[config.mk]
export PLATFORM = sky130hd
export DESIGN_NAME = ordered_list_keyed_delete_partition
export DESIGN_NICKNAME = d
export VERILOG_FILES = /design/src/olkdp_pkg.sv /design/src/olkdp_mem.sv /design/src/olkdp_ctrl.sv /design/src/ordered_list_keyed_delete_partition.sv
export SDC_FILE = /design/constraint.sdc
export NUM_CORES = 2
export LEC_CHECK = 0
export BUFFER_PORTS_ARGS = -buffer_cell sky130_fd_sc_hd__buf_4
export CAP_MARGIN = 20
export CORE_MARGIN = 4
export CORE_UTILIZATION = 45
export DETAILED_ROUTE_END_ITERATION = 10
export MAX_ROUTING_LAYER = met4
export SLEW_MARGIN = 20
export SYNTH_ARGS = -nofsm -noshare
export SYNTH_HDL_FRONTEND = slang
export SYNTH_SLANG_ARGS = --single-unit
[constraint.sdc]
create_clock -name clk_i -period 5.6 [get_ports clk_i]
set_clock_uncertainty 0.05 [all_clocks]
set_input_delay 0.84 -clock clk_i [delete_from_list [all_inputs] [get_ports clk_i]]
set_output_delay 0.84 -clock clk_i [all_outputs]
set_load 0.01 [all_outputs]
[src/olkdp_pkg.sv]
// Shared types and constants for the ordered list with keyed delete and split listing.
package olkdp_pkg;

  localparam int unsigned KEY_W   = 64;
  localparam int unsigned COUNT_W = 5;

  localparam logic [1:0] CLS_FIRST  = 2'd0;
  localparam logic [1:0] CLS_SECOND = 2'd1;
  localparam logic [1:0] CLS_OTHER  = 2'd2;
  localparam logic [1:0] CLS_NONE   = 2'd3;

  typedef enum logic [1:0] {
    FN_APPEND = 2'd0,
    FN_DELETE = 2'd1,
    FN_LIST   = 2'd2,
    FN_SPLIT  = 2'd3
  } func_e;

  typedef enum logic [2:0] {
    ST_ADDED    = 3'd0,
    ST_FULL     = 3'd1,
    ST_REMOVED  = 3'd2,
    ST_NOTFOUND = 3'd3,
    ST_EMPTY    = 3'd4,
    ST_LISTED   = 3'd5
  } status_e;

  typedef enum logic [1:0] {
    GRP_ALL    = 2'd0,
    GRP_FIRST  = 2'd1,
    GRP_SECOND = 2'd2
  } group_e;

  typedef enum logic [1:0] {
    S_IDLE,
    S_DEL,
    S_LIST
  } state_e;

  typedef struct packed {
    logic                 valid;
    status_e              status;
    logic [KEY_W-1:0]     key;
    logic [1:0]           cls;
    group_e               group;
    logic [COUNT_W-1:0]   first_cnt;
    logic [COUNT_W-1:0]   second_cnt;
    logic                 last;
  } res_t;

endpackage

[src/olkdp_mem.sv]
// Entry store: one write port, one read port, registered read data.
module olkdp_mem #(
  parameter int unsigned DEPTH = 20,
  parameter int unsigned AW    = 5,
  parameter int unsigned DW    = 66
) (
  input  logic          clk_i,
  input  logic          we_i,
  input  logic [AW-1:0] waddr_i,
  input  logic [DW-1:0] wdata_i,
  input  logic [AW-1:0] raddr_i,
  output logic [DW-1:0] rdata_o
);

  logic [DW-1:0] mem_q [DEPTH];
  logic [DW-1:0] rdata_q;

  always_ff @(posedge clk_i) begin
    if (we_i) begin
      mem_q[waddr_i] <= wdata_i;
    end
  end

  always_ff @(posedge clk_i) begin
    rdata_q <= mem_q[raddr_i];
  end

  assign rdata_o = rdata_q;

endmodule

[src/olkdp_ctrl.sv]
// Sequencer: append, delete scan with compaction, and listing passes over the entry store.
module olkdp_ctrl import olkdp_pkg::*; #(
  parameter int unsigned CAPACITY = 20,
  parameter int unsigned KEY_BITS = 64,
  parameter int unsigned IDX_W    = 5,
  parameter int unsigned CNT_W    = 5
) (
  input  logic                  clk_i,
  input  logic                  rst_ni,
  input  logic                  start_i,
  output logic                  busy_o,
  input  logic [1:0]            func_i,
  input  logic [KEY_W-1:0]      entry_key_i,
  input  logic [1:0]            entry_class_i,
  output logic                  mem_we_o,
  output logic [IDX_W-1:0]      mem_waddr_o,
  output logic [KEY_BITS+1:0]   mem_wdata_o,
  output logic [IDX_W-1:0]      mem_raddr_o,
  input  logic [KEY_BITS+1:0]   mem_rdata_i,
  output res_t                  res_o
);

  localparam logic [CNT_W-1:0] CAP_CNT = CNT_W'(CAPACITY);
  localparam logic [CNT_W-1:0] ONE_CNT = CNT_W'(1);

  state_e              state_q, state_d;
  group_e              grp_q, grp_d;
  logic [KEY_BITS-1:0] key_q, key_d;
  logic [CNT_W-1:0]    ra_q, ra_d;
  logic                dv_q, dv_d;
  logic [IDX_W-1:0]    di_q, di_d;
  logic                found_q, found_d;
  logic [1:0]          rcls_q, rcls_d;
  logic                hit_q, hit_d;
  logic [CNT_W-1:0]    ecnt_q, ecnt_d;
  logic [CNT_W-1:0]    total_q, total_d;
  logic [CNT_W-1:0]    first_q, first_d;
  logic [CNT_W-1:0]    second_q, second_d;
  res_t                res_q, res_d;

  logic [KEY_BITS-1:0] in_key;
  logic [1:0]          in_cls;
  logic [KEY_BITS-1:0] rd_key;
  logic [1:0]          rd_cls;
  logic                issue;
  logic                match;

  assign in_key = entry_key_i[KEY_BITS-1:0];
  assign in_cls = (entry_class_i == CLS_NONE) ? CLS_OTHER : entry_class_i;
  assign rd_key = mem_rdata_i[KEY_BITS-1:0];
  assign rd_cls = mem_rdata_i[KEY_BITS+1:KEY_BITS];
  assign issue  = (ra_q < total_q);
  assign match  = (grp_q == GRP_ALL) ||
                  ((grp_q == GRP_FIRST) && (rd_cls == CLS_FIRST)) ||
                  ((grp_q == GRP_SECOND) && (rd_cls == CLS_SECOND));

  assign busy_o      = (state_q != S_IDLE);
  assign mem_raddr_o = ra_q[IDX_W-1:0];
  assign res_o       = res_q;

  always_ff @(posedge clk_i or negedge rst_ni) begin
    if (!rst_ni) begin
      state_q  <= S_IDLE;
      grp_q    <= GRP_ALL;
      ra_q     <= '0;
      dv_q     <= 1'b0;
      found_q  <= 1'b0;
      hit_q    <= 1'b0;
      ecnt_q   <= '0;
      total_q  <= '0;
      first_q  <= '0;
      second_q <= '0;
      res_q    <= '0;
    end else begin
      state_q  <= state_d;
      grp_q    <= grp_d;
      ra_q     <= ra_d;
      dv_q     <= dv_d;
      found_q  <= found_d;
      hit_q    <= hit_d;
      ecnt_q   <= ecnt_d;
      total_q  <= total_d;
      first_q  <= first_d;
      second_q <= second_d;
      res_q    <= res_d;
    end
  end

  always_ff @(posedge clk_i) begin
    key_q  <= key_d;
    di_q   <= di_d;
    rcls_q <= rcls_d;
  end

  always_comb begin
    state_d     = state_q;
    grp_d       = grp_q;
    key_d       = key_q;
    ra_d        = ra_q;
    dv_d        = 1'b0;
    di_d        = di_q;
    found_d     = found_q;
    rcls_d      = rcls_q;
    hit_d       = hit_q;
    ecnt_d      = ecnt_q;
    total_d     = total_q;
    first_d     = first_q;
    second_d    = second_q;
    res_d       = '0;
    mem_we_o    = 1'b0;
    mem_waddr_o = total_q[IDX_W-1:0];
    mem_wdata_o = {in_cls, in_key};

    if (state_q != S_IDLE) begin
      dv_d = issue;
      di_d = ra_q[IDX_W-1:0];
      if (issue) begin
        ra_d = ra_q + ONE_CNT;
      end
    end

    unique case (state_q)
      S_IDLE: begin
        if (start_i) begin
          key_d   = in_key;
          ra_d    = '0;
          found_d = 1'b0;
          hit_d   = 1'b0;
          ecnt_d  = '0;
          unique case (func_e'(func_i))
            FN_APPEND: begin
              res_d.valid = 1'b1;
              res_d.key   = KEY_W'(in_key);
              res_d.cls   = in_cls;
              res_d.group = GRP_ALL;
              res_d.last  = 1'b1;
              if (total_q >= CAP_CNT) begin
                res_d.status = ST_FULL;
              end else begin
                res_d.status = ST_ADDED;
                mem_we_o     = 1'b1;
                total_d      = total_q + ONE_CNT;
                if (in_cls == CLS_FIRST) begin
                  first_d = first_q + ONE_CNT;
                end else if (in_cls == CLS_SECOND) begin
                  second_d = second_q + ONE_CNT;
                end
              end
            end
            FN_DELETE: begin
              state_d = S_DEL;
            end
            FN_LIST: begin
              state_d = S_LIST;
              grp_d   = GRP_ALL;
            end
            FN_SPLIT: begin
              state_d = S_LIST;
              grp_d   = GRP_FIRST;
            end
          endcase
        end
      end

      S_DEL: begin
        if (dv_q) begin
          if (found_q) begin
            mem_we_o    = 1'b1;
            mem_waddr_o = di_q - IDX_W'(1);
            mem_wdata_o = mem_rdata_i;
          end else if (rd_key == key_q) begin
            found_d = 1'b1;
            rcls_d  = rd_cls;
          end
        end
        if (!issue && !dv_q) begin
          state_d     = S_IDLE;
          res_d.valid = 1'b1;
          res_d.key   = KEY_W'(key_q);
          res_d.group = GRP_ALL;
          res_d.last  = 1'b1;
          if (found_q) begin
            res_d.status = ST_REMOVED;
            res_d.cls    = rcls_q;
            total_d      = total_q - ONE_CNT;
            if (rcls_q == CLS_FIRST && first_q != '0) begin
              first_d = first_q - ONE_CNT;
            end else if (rcls_q == CLS_SECOND && second_q != '0) begin
              second_d = second_q - ONE_CNT;
            end
          end else begin
            res_d.status = ST_NOTFOUND;
            res_d.cls    = CLS_FIRST;
          end
        end
      end

      S_LIST: begin
        if (dv_q && match) begin
          res_d.valid  = 1'b1;
          res_d.status = ST_LISTED;
          res_d.key    = KEY_W'(rd_key);
          res_d.cls    = rd_cls;
          res_d.group  = grp_q;
          res_d.last   = ((grp_q == GRP_ALL) && (CNT_W'(di_q) == total_q - ONE_CNT)) ||
                         ((grp_q == GRP_SECOND) && (ecnt_q + ONE_CNT == second_q));
          hit_d        = 1'b1;
          ecnt_d       = ecnt_q + ONE_CNT;
        end
        if (!issue && !dv_q) begin
          if (!hit_q) begin
            res_d.valid  = 1'b1;
            res_d.status = ST_EMPTY;
            res_d.group  = grp_q;
            res_d.last   = (grp_q != GRP_FIRST);
          end
          if (grp_q == GRP_FIRST) begin
            grp_d  = GRP_SECOND;
            ra_d   = '0;
            hit_d  = 1'b0;
            ecnt_d = '0;
          end else begin
            state_d = S_IDLE;
          end
        end
      end

      default: begin
        state_d = S_IDLE;
      end
    endcase

    res_d.first_cnt  = COUNT_W'(first_d);
    res_d.second_cnt = COUNT_W'(second_d);
  end

`ifndef SYNTHESIS
  a_list_no_write: assert property (@(posedge clk_i) disable iff (!rst_ni)
    (state_q == S_LIST) |-> !mem_we_o)
    else $error("store written during a listing pass");

  a_counts_bound: assert property (@(posedge clk_i) disable iff (!rst_ni)
    ((CNT_W+1)'(first_q) + (CNT_W+1)'(second_q) <= (CNT_W+1)'(total_q)) &&
    (total_q <= CAP_CNT))
    else $error("class counts exceed entry total");

  a_end_last: assert property (@(posedge clk_i) disable iff (!rst_ni)
    (state_q == S_DEL && state_d == S_IDLE) |=> (res_q.valid && res_q.last))
    else $error("delete ended without a final word");

  a_shift_addr: assert property (@(posedge clk_i) disable iff (!rst_ni)
    (state_q == S_DEL && mem_we_o) |-> (CNT_W'(mem_waddr_o) < total_q))
    else $error("compaction write beyond list tail");
`endif

endmodule

[src/ordered_list_keyed_delete_partition.sv]
// Top level: bounded ordered list with keyed delete and class-split listing.
//
//  channel   | signals                                       | handshake
//  ----------+-----------------------------------------------+------------------------------
//  request   | func_i, entry_key_i, entry_class_i            | taken when start_i && !busy_o
//  result    | status_o, out_key_o, out_class_o, out_group_o,| valid_o for one cycle each
//            | first_count_o, second_count_o, last_result_o  |
//
//  Append: busy_o stays low, its word follows in the cycle after acceptance.
//  Delete and list: busy while the held entries are scanned; split scans them
//  twice, once per group; the single read port walks one entry per cycle.
//  Reset clears the counts and the sequencer; store contents stay undefined.
//  Results cannot be stalled; words leave on valid_o as they are produced.
module ordered_list_keyed_delete_partition import olkdp_pkg::*; #(
  parameter int unsigned CAPACITY = 20,
  parameter int unsigned KEY_BITS = 64
) (
  input  logic               clk_i,
  input  logic               rst_ni,
  input  logic               start_i,
  output logic               busy_o,
  input  logic [1:0]         func_i,
  input  logic [KEY_W-1:0]   entry_key_i,
  input  logic [1:0]         entry_class_i,
  output logic               valid_o,
  output logic [2:0]         status_o,
  output logic [KEY_W-1:0]   out_key_o,
  output logic [1:0]         out_class_o,
  output logic [1:0]         out_group_o,
  output logic [COUNT_W-1:0] first_count_o,
  output logic [COUNT_W-1:0] second_count_o,
  output logic               last_result_o
);

  localparam int unsigned IDX_W = (CAPACITY > 1) ? $clog2(CAPACITY) : 1;
  localparam int unsigned CNT_W = $clog2(CAPACITY + 1);
  localparam int unsigned DW    = KEY_BITS + 2;

  logic          mem_we;
  logic [IDX_W-1:0] mem_waddr;
  logic [DW-1:0] mem_wdata;
  logic [IDX_W-1:0] mem_raddr;
  logic [DW-1:0] mem_rdata;
  res_t          res;

  olkdp_mem #(
    .DEPTH (CAPACITY),
    .AW    (IDX_W),
    .DW    (DW)
  ) u_mem (
    .clk_i   (clk_i),
    .we_i    (mem_we),
    .waddr_i (mem_waddr),
    .wdata_i (mem_wdata),
    .raddr_i (mem_raddr),
    .rdata_o (mem_rdata)
  );

  olkdp_ctrl #(
    .CAPACITY (CAPACITY),
    .KEY_BITS (KEY_BITS),
    .IDX_W    (IDX_W),
    .CNT_W    (CNT_W)
  ) u_ctrl (
    .clk_i         (clk_i),
    .rst_ni        (rst_ni),
    .start_i       (start_i),
    .busy_o        (busy_o),
    .func_i        (func_i),
    .entry_key_i   (entry_key_i),
    .entry_class_i (entry_class_i),
    .mem_we_o      (mem_we),
    .mem_waddr_o   (mem_waddr),
    .mem_wdata_o   (mem_wdata),
    .mem_raddr_o   (mem_raddr),
    .mem_rdata_i   (mem_rdata),
    .res_o         (res)
  );

  assign valid_o        = res.valid;
  assign status_o       = res.status;
  assign out_key_o      = res.key;
  assign out_class_o    = res.cls;
  assign out_group_o    = res.group;
  assign first_count_o  = res.first_cnt;
  assign second_count_o = res.second_cnt;
  assign last_result_o  = res.last;

endmodule
==> After elaboration in Yosys (flattened, before gate mapping) <==
Memory sizes are Yosys's and may differ from the RTL's. A register that Yosys moved wholly into a read port is not among the register bits.
Index checks and enable logic that the tools add are counted.
{ "op_classes": {"addsub": 9, "n_lt_le_gt_ge": 2, "n_eq_ne": 32, "n_mux": 90, "bitwise": 1, "reduce_logical": 34} }
{ "ops": {"columns": ["op", "n"], "rows": [
  ["two-way mux 72 bit", 4],
  ["case mux 72 bit (3 select lines)", 1],
  ["two-way mux 66 bit", 3],
  ["two-way mux 5 bit", 33],
  ["equality test 64 bit", 1],
  ["case mux 5 bit (2 select lines)", 5],
  ["adder 5 x 1 -> 5 bit (second input constant)", 5],
  ["two-way mux 1 bit", 23],
  ["two-way mux 2 bit", 11],
  ["!= test 2 x 1 -> 1 bit (second input constant)", 10],
  ["subtractor 5 x 1 -> 5 bit (second input constant)", 4],
  ["equality test 2 x 1 -> 1 bit (second input constant)", 6],
  ["logical NOT 2 bit", 6],
  ["!= test 2 bit (second input constant)", 6],
  ["case mux 2 bit (2 select lines)", 3],
  ["equality test 2 bit (second input constant)", 5],
  ["equality test 5 bit", 2],
  ["AND reduction 10 bit", 1],
  ["AND reduction 5 bit", 2],
  ["nonzero test 5 bit", 2],
  ["logical AND 1 bit", 8],
  ["two-way mux 4 bit", 2],
  ["AND reduction 8 bit", 1],
  ["!= test 3 bit (second input constant)", 2],
  ["other kinds (14)", 22]
]} }
{ "totals": {"regBits": 176, "ram_bits": 1320, "in_bits": 71, "out_inout_bits": 84, "elab_cells": 188, "n_memories": 1} }
{ "memory_table": {"columns": ["name", "words", "word_bits", "rd", "rd_clocked_by_memory_dff", "write_ports", "line", "text"], "rows": [
  ["u_mem.mem_q", 20, 66, 1, 1, 1, "olkdp_mem.sv:15", "logic [DW-1:0] mem_q [DEPTH];"]
]} }

==> Longest topological paths before layout <==
{ "depth": {"word_depth": 9, "ltp_mapped": 12, "mapped_depth_nobuf": 9} }

==> By module <==
From an unflattened synthesis, not the netlist that was laid out.
{ "hier_totals": {"cells_unflattened": 3575, "hier_area_um2": 60875.9} }
{ "by_module_without_submodules": {"columns": ["mod", "instances", "cells_per_inst", "area_per_inst_um2", "seq_area_each_um2"], "rows": [
  ["olkdp_mem", 1, 2697, 51939.8, 40959.3],
  ["olkdp_ctrl", 1, 878, 8936.1, 4759.6]
]} }

==> Least setup slack after synthesis <==
OpenSTA, ideal clock, no wires.
{ "synth_path": {"path_kind": "input-to-reg", "from": "input func_i[1]", "to": "memory u_mem.mem_q[13][0] (enable)", "setup_ps": 490, "arrival_time_ps": 4527, "required_time_ps": 5060, "path_slack_ps": 532, "path_stages": 4, "path_buffers": 1, "path_cell_list": "nor4_2 clkbuf_1 a41oi_1 nor2_1"} }
{ "synth_via": {"elab_chain_len": 6} }
{ "synth_rtl": {"columns": ["item", "line", "text"], "rows": [
  ["start, declared", "ordered_list_keyed_delete_partition.sv:22", "input logic [1:0] func_i,"],
  ["logical NOT 2 bit", "olkdp_ctrl.sv:130", "unique case (func_e'(func_i))"],
  ["two-way mux 1 bit", "olkdp_ctrl.sv:130", null],
  ["two-way mux 1 bit", "olkdp_ctrl.sv:124", "if (start_i) begin"],
  ["case mux 1 bit (2 select lines)", "olkdp_ctrl.sv:122", "unique case (state_q)"],
  ["two-way mux 1 bit", "olkdp_mem.sv:19", "if (we_i) begin"],
  ["two-way mux 1 bit (not written as such)", "olkdp_mem.sv:20", "mem_q[waddr_i] <= wdata_i;"],
  ["end, declared", "olkdp_mem.sv:15", null]
]} }
No other way between the ends.

==> Final worst setup path <==
{ "layout_path": {"from": "register u_ctrl.state_q[0]", "to": "memory u_mem.mem_q[0][60] (enable)"} }
{ "layout_via": {"elab_chain_len": 4, "word_cells_on_any_way": 6, "classes_between": "eq/ne (1); mux (4); reduce/logical (1)"} }
{ "layout_rtl": {"columns": ["item", "line", "text"], "rows": [
  ["start, declared", "olkdp_ctrl.sv:26", "state_e state_q, state_d;"],
  ["start signal, assigned", "olkdp_ctrl.sv:75", "state_q <= state_d;"],
  ["equality test 2 x 1 -> 1 bit or logical NOT 2 bit (tied branches)", "olkdp_ctrl.sv:122", null],
  ["case mux 1 bit (2 select lines)", "olkdp_ctrl.sv:122", null],
  ["two-way mux 1 bit", "olkdp_mem.sv:19", null],
  ["two-way mux 1 bit (not written as such)", "olkdp_mem.sv:20", null]
]} }
Parallel ways exist; a longest one is shown, timed or not.

==> results.md <==
- Post-cts sizing count: 0
- Final cycle utilization of the critical path: 72.3%
- CP Data Required Time: 6.01 ns
- Pint: 23.0 mW
- First-pass detailed-route iteration total: 8
- Reg area: 45700 µm²
- Worst skew pair latency: 0.79 ns
- CP Capture Type: flip-flop
- CTS sink cnt: 1562
- Total vias in the final route: 31800
- Clk pwr share: 32.0%
- Antenna viol nets, final: 0
- Number of core rows: 134
- Layout cell share with drive strength beyond 1: 21.8%
- Syn nets: 3314
- LEAKAGE: 23.4 nW
- NumNets Final: 3528
- Vias per Instance: 5.95
- Num ports: 155
- Vias in the first global route: 31600
- Tmin final: 4.05 ns
- Area Growth Syn to Fin: 14.9%
- Clock Path Buffers: 3
- WL per Instance: 30.0 µm
- Max H-tree Level: 4
- EDFF count, synth: 1391
- Post-synth ARST share: 6.72%
- Crit start category: flip-flop
- Pwr per Cell Area: 480 nW/µm²
- Worst r2r src: u_ctrl.state_q[0]$_DFFE_PN0P_
- Switch share: 30.8%
- Post-Syn Instances: 3225
- Sequential power share: 42.7%
- Cell Area, Placed: 64000 µm²
- Yosys cell types: 65
- Endpoints failing hold: 0
- Die area: 140000 µm²
- GRT Total Usage: 23.5%
- Cell total after placement: 5044
- # DRC: 0
- RSZ-0062 raised after global routing: false
- Fmax: 0.247 GHz
- Setup-failing EPs final: 0
- Slew HR: 23.6%
- Worst-path fanout max: 20
- Post-CTS setup buffers: 0
- Final Max Slew Viols: 0
- Buffers added on ports: 154
- Initial core utilization: 45.2%
- Clk slew on worst S/H paths: 0.06 ns
- Cell area after layout: 69300 µm²
- Final GP Congestion: 0.831
- Crit. Startpoint: u_ctrl.state_q[0]$_DFFE_PN0P_
- Initial antenna violation count: 6
- Pin count of the biggest net entering global routing: 118
- Total Wirelength: 160000 µm
- Least-Margin Pin Slew: 1.14 ns
- CTS tree: yes
- Synthesized area per cell: 18.7 µm²
- Post-CTS Hold Buffers: 0
- #FFs+latches synth: 1562
- Clock root cell: clkbuf_16
- Fill count: 10600
- Hold crit path type: in2async
- Max Cap Viol: 0
- Final instance count without filler cells: 5348
- Ys Warns: 0
- First-pass GRT wire length: 231000 µm
- Top FF cell, synth: edfxtp_1
- Status: finished clean
- Post-synthesis sequential area ratio: 75.8%
- Comb power frac: 25.3%
- Multi-input logic area: 13600 µm²
- Post-DP HPWL: 92700 µm
- Max rail drop VDD: 0.000399 V
- Worst EP arrival: 4.46 ns
- Drt first-iter violations: 3577
- Core area: 133000 µm²
- CTS buffer count: 160
- Setup CP Type: reg2reg
- Net Switching: 10.2 mW
- Gr ovfl total: 0
- Die H: 374 µm
- Post-Syn Area: 60300 µm²
- Sum Neg Setup Slack: 0 ns
- Die Wd: 374 µm
[area by class of cell]
class / count / share of cell area, %
flip-flops and latches: 1562 / 66.0
well taps: 1768 / 3.19
repair buffers: 228 / 2.98
multi-input cells: 1400 / 19.7
inverters: 87 / 0.473
clock buffers: 232 / 6.64
diodes: 4 / 0.0145
clock inverters: 67 / 1.01
[stage by stage]
stage | hold WS [ns] | setup slack, ns | utilization [%] | power (mW)
2_1_floorplan | 0.398 | 0.532 | - | 19.6
5_1_grt | 0.0673 | 1.25 | 52.0 | 34.7
6_report | 0.0430 | 1.55 | 52.0 | 33.3
3_5_place_dp | 0.459 | 1.60 | 48.0 | 22.9
4_1_cts | 0.0208 | 1.59 | 52.0 | 33.6
3_3_place_gp | 0.449 | 1.64 | 48.0 | 22.9
[power groups by stage]
stage / Sequential, mW / Clock, mW / Combinational, mW
2_1_floorplan: 14.1 / 0 / 5.53
3_3_place_gp: 14.4 / 0 / 8.48
3_5_place_dp: 14.4 / 0 / 8.48
4_1_cts: 14.2 / 10.9 / 8.53
5_1_grt: 14.3 / 11.4 / 9.05
6_report: 14.2 / 10.6 / 8.41
[path summary, 6_finish.rpt]
| kind | endpoint | slack, ns | cells past startpoint |
|---|---|---|---|
| min reg2reg | u_ctrl.res_o[76]$_DFF_PN0_ | 0.47 | 2 |
| max | u_mem.mem_q[0][60]$_DFFE_PP_ | 1.55 | 7 |
| min in group clk_i | u_ctrl.key_q[1]$_DFFE_PP_ | 0.20 | 1 |
| min | u_ctrl.res_o[23]$_DFF_PN0_ | 0.04 | 1 |
| max in group asynchronous | u_ctrl.res_o[46]$_DFF_PN0_ | 4.17 | 2 |
| max reg2reg | u_mem.mem_q[0][60]$_DFFE_PP_ | 1.55 | 7 |
[synthesized netlist by cell type (4+ instances only)]
cell type,n,share of area [%]
nor4_1,16,0.17
a21oi_1,18,0.15
o221ai_1,133,1.9
a222oi_1,64,1.1
buf_6,7,0.13
dfrtp_1,105,4.4
nand3_1,10,0.083
buf_2,39,0.32
nor2_1,47,0.29
mux4_2,264,9.9
xnor2_1,41,0.60
nand2b_1,6,0.062
o21ai_0,125,1.0
nor3_1,8,0.066
nand4_1,11,0.11
and2_1,5,0.052
buf_4,19,0.24
nor2b_1,4,0.042
o21ai_1,26,0.22
buf_1,24,0.15
clkbuf_1,87,0.54
xor2_1,53,0.77
a41oi_1,4,0.058
dfxtp_1,66,2.2
ha_1,16,0.33
nand2_1,357,2.2
inv_1,85,0.53
a31oi_1,5,0.052
mux2i_1,136,2.3
edfxtp_1,1391,69
[logic make-up after synthesis]
kind of cell	after synthesis	synth area share [%]
AO/OA/AOI/OAI	404	4.94
XOR/XNOR	94	1.37
adder cells (fa/ha/maj)	18	0.399
buffers and inverters	263	1.92
flip-flops	1562	75.8
multiplexers	404	12.2
AND/OR/NAND/NOR	480	3.33
[state kept, by name, summed over array words and instances, names as in the netlist, 5 cells and up]
name and flops:
u_ctrl.res_o 73, u_ctrl.mem_raddr_o 5, u_ctrl.total_q 5, u_mem.rdata_o 66, u_ctrl.ecnt_q 5, u_ctrl.di_q 5
u_ctrl.key_q 64, u_ctrl.first_q 5, u_mem.mem_q 1320, u_ctrl.second_q 5
[layer usage]
layer  routed length [µm]  part of all wire (%)  global-route usage, %  up-vias
met5                    0                     0                      -        -
met4                 3560                   2.2                   6.16        0
met3                14500                   9.1                   6.04      219
met2                74000                    46                   34.5     1404
met1                68200                    43                   33.2    16800
li1                     -                     -                      -    13400
[critical path, stage by stage, from the launching register on]
cell and delay, ns:
dfrtp_1 0.75, nand2b_1 0.53, nor3_4 0.39, mux2i_1 0.33, nor2b_1 0.22, nand2_1 0.24
nor2_4 0.81, buf_4 0.37
[placed cells by master, fill, tap and decap left out, types with 85 or more instances in the layout]
cell type  instances
nand2_1          356
o21ai_0          124
clkbuf_16        166
dfrtp_1          100
buf_4            198
edfxtp_1        1391
o221ai_1         133
mux4_2           264
inv_1             85
mux2i_1          136
No activity file was read; power rests on OpenSTA's default activity.
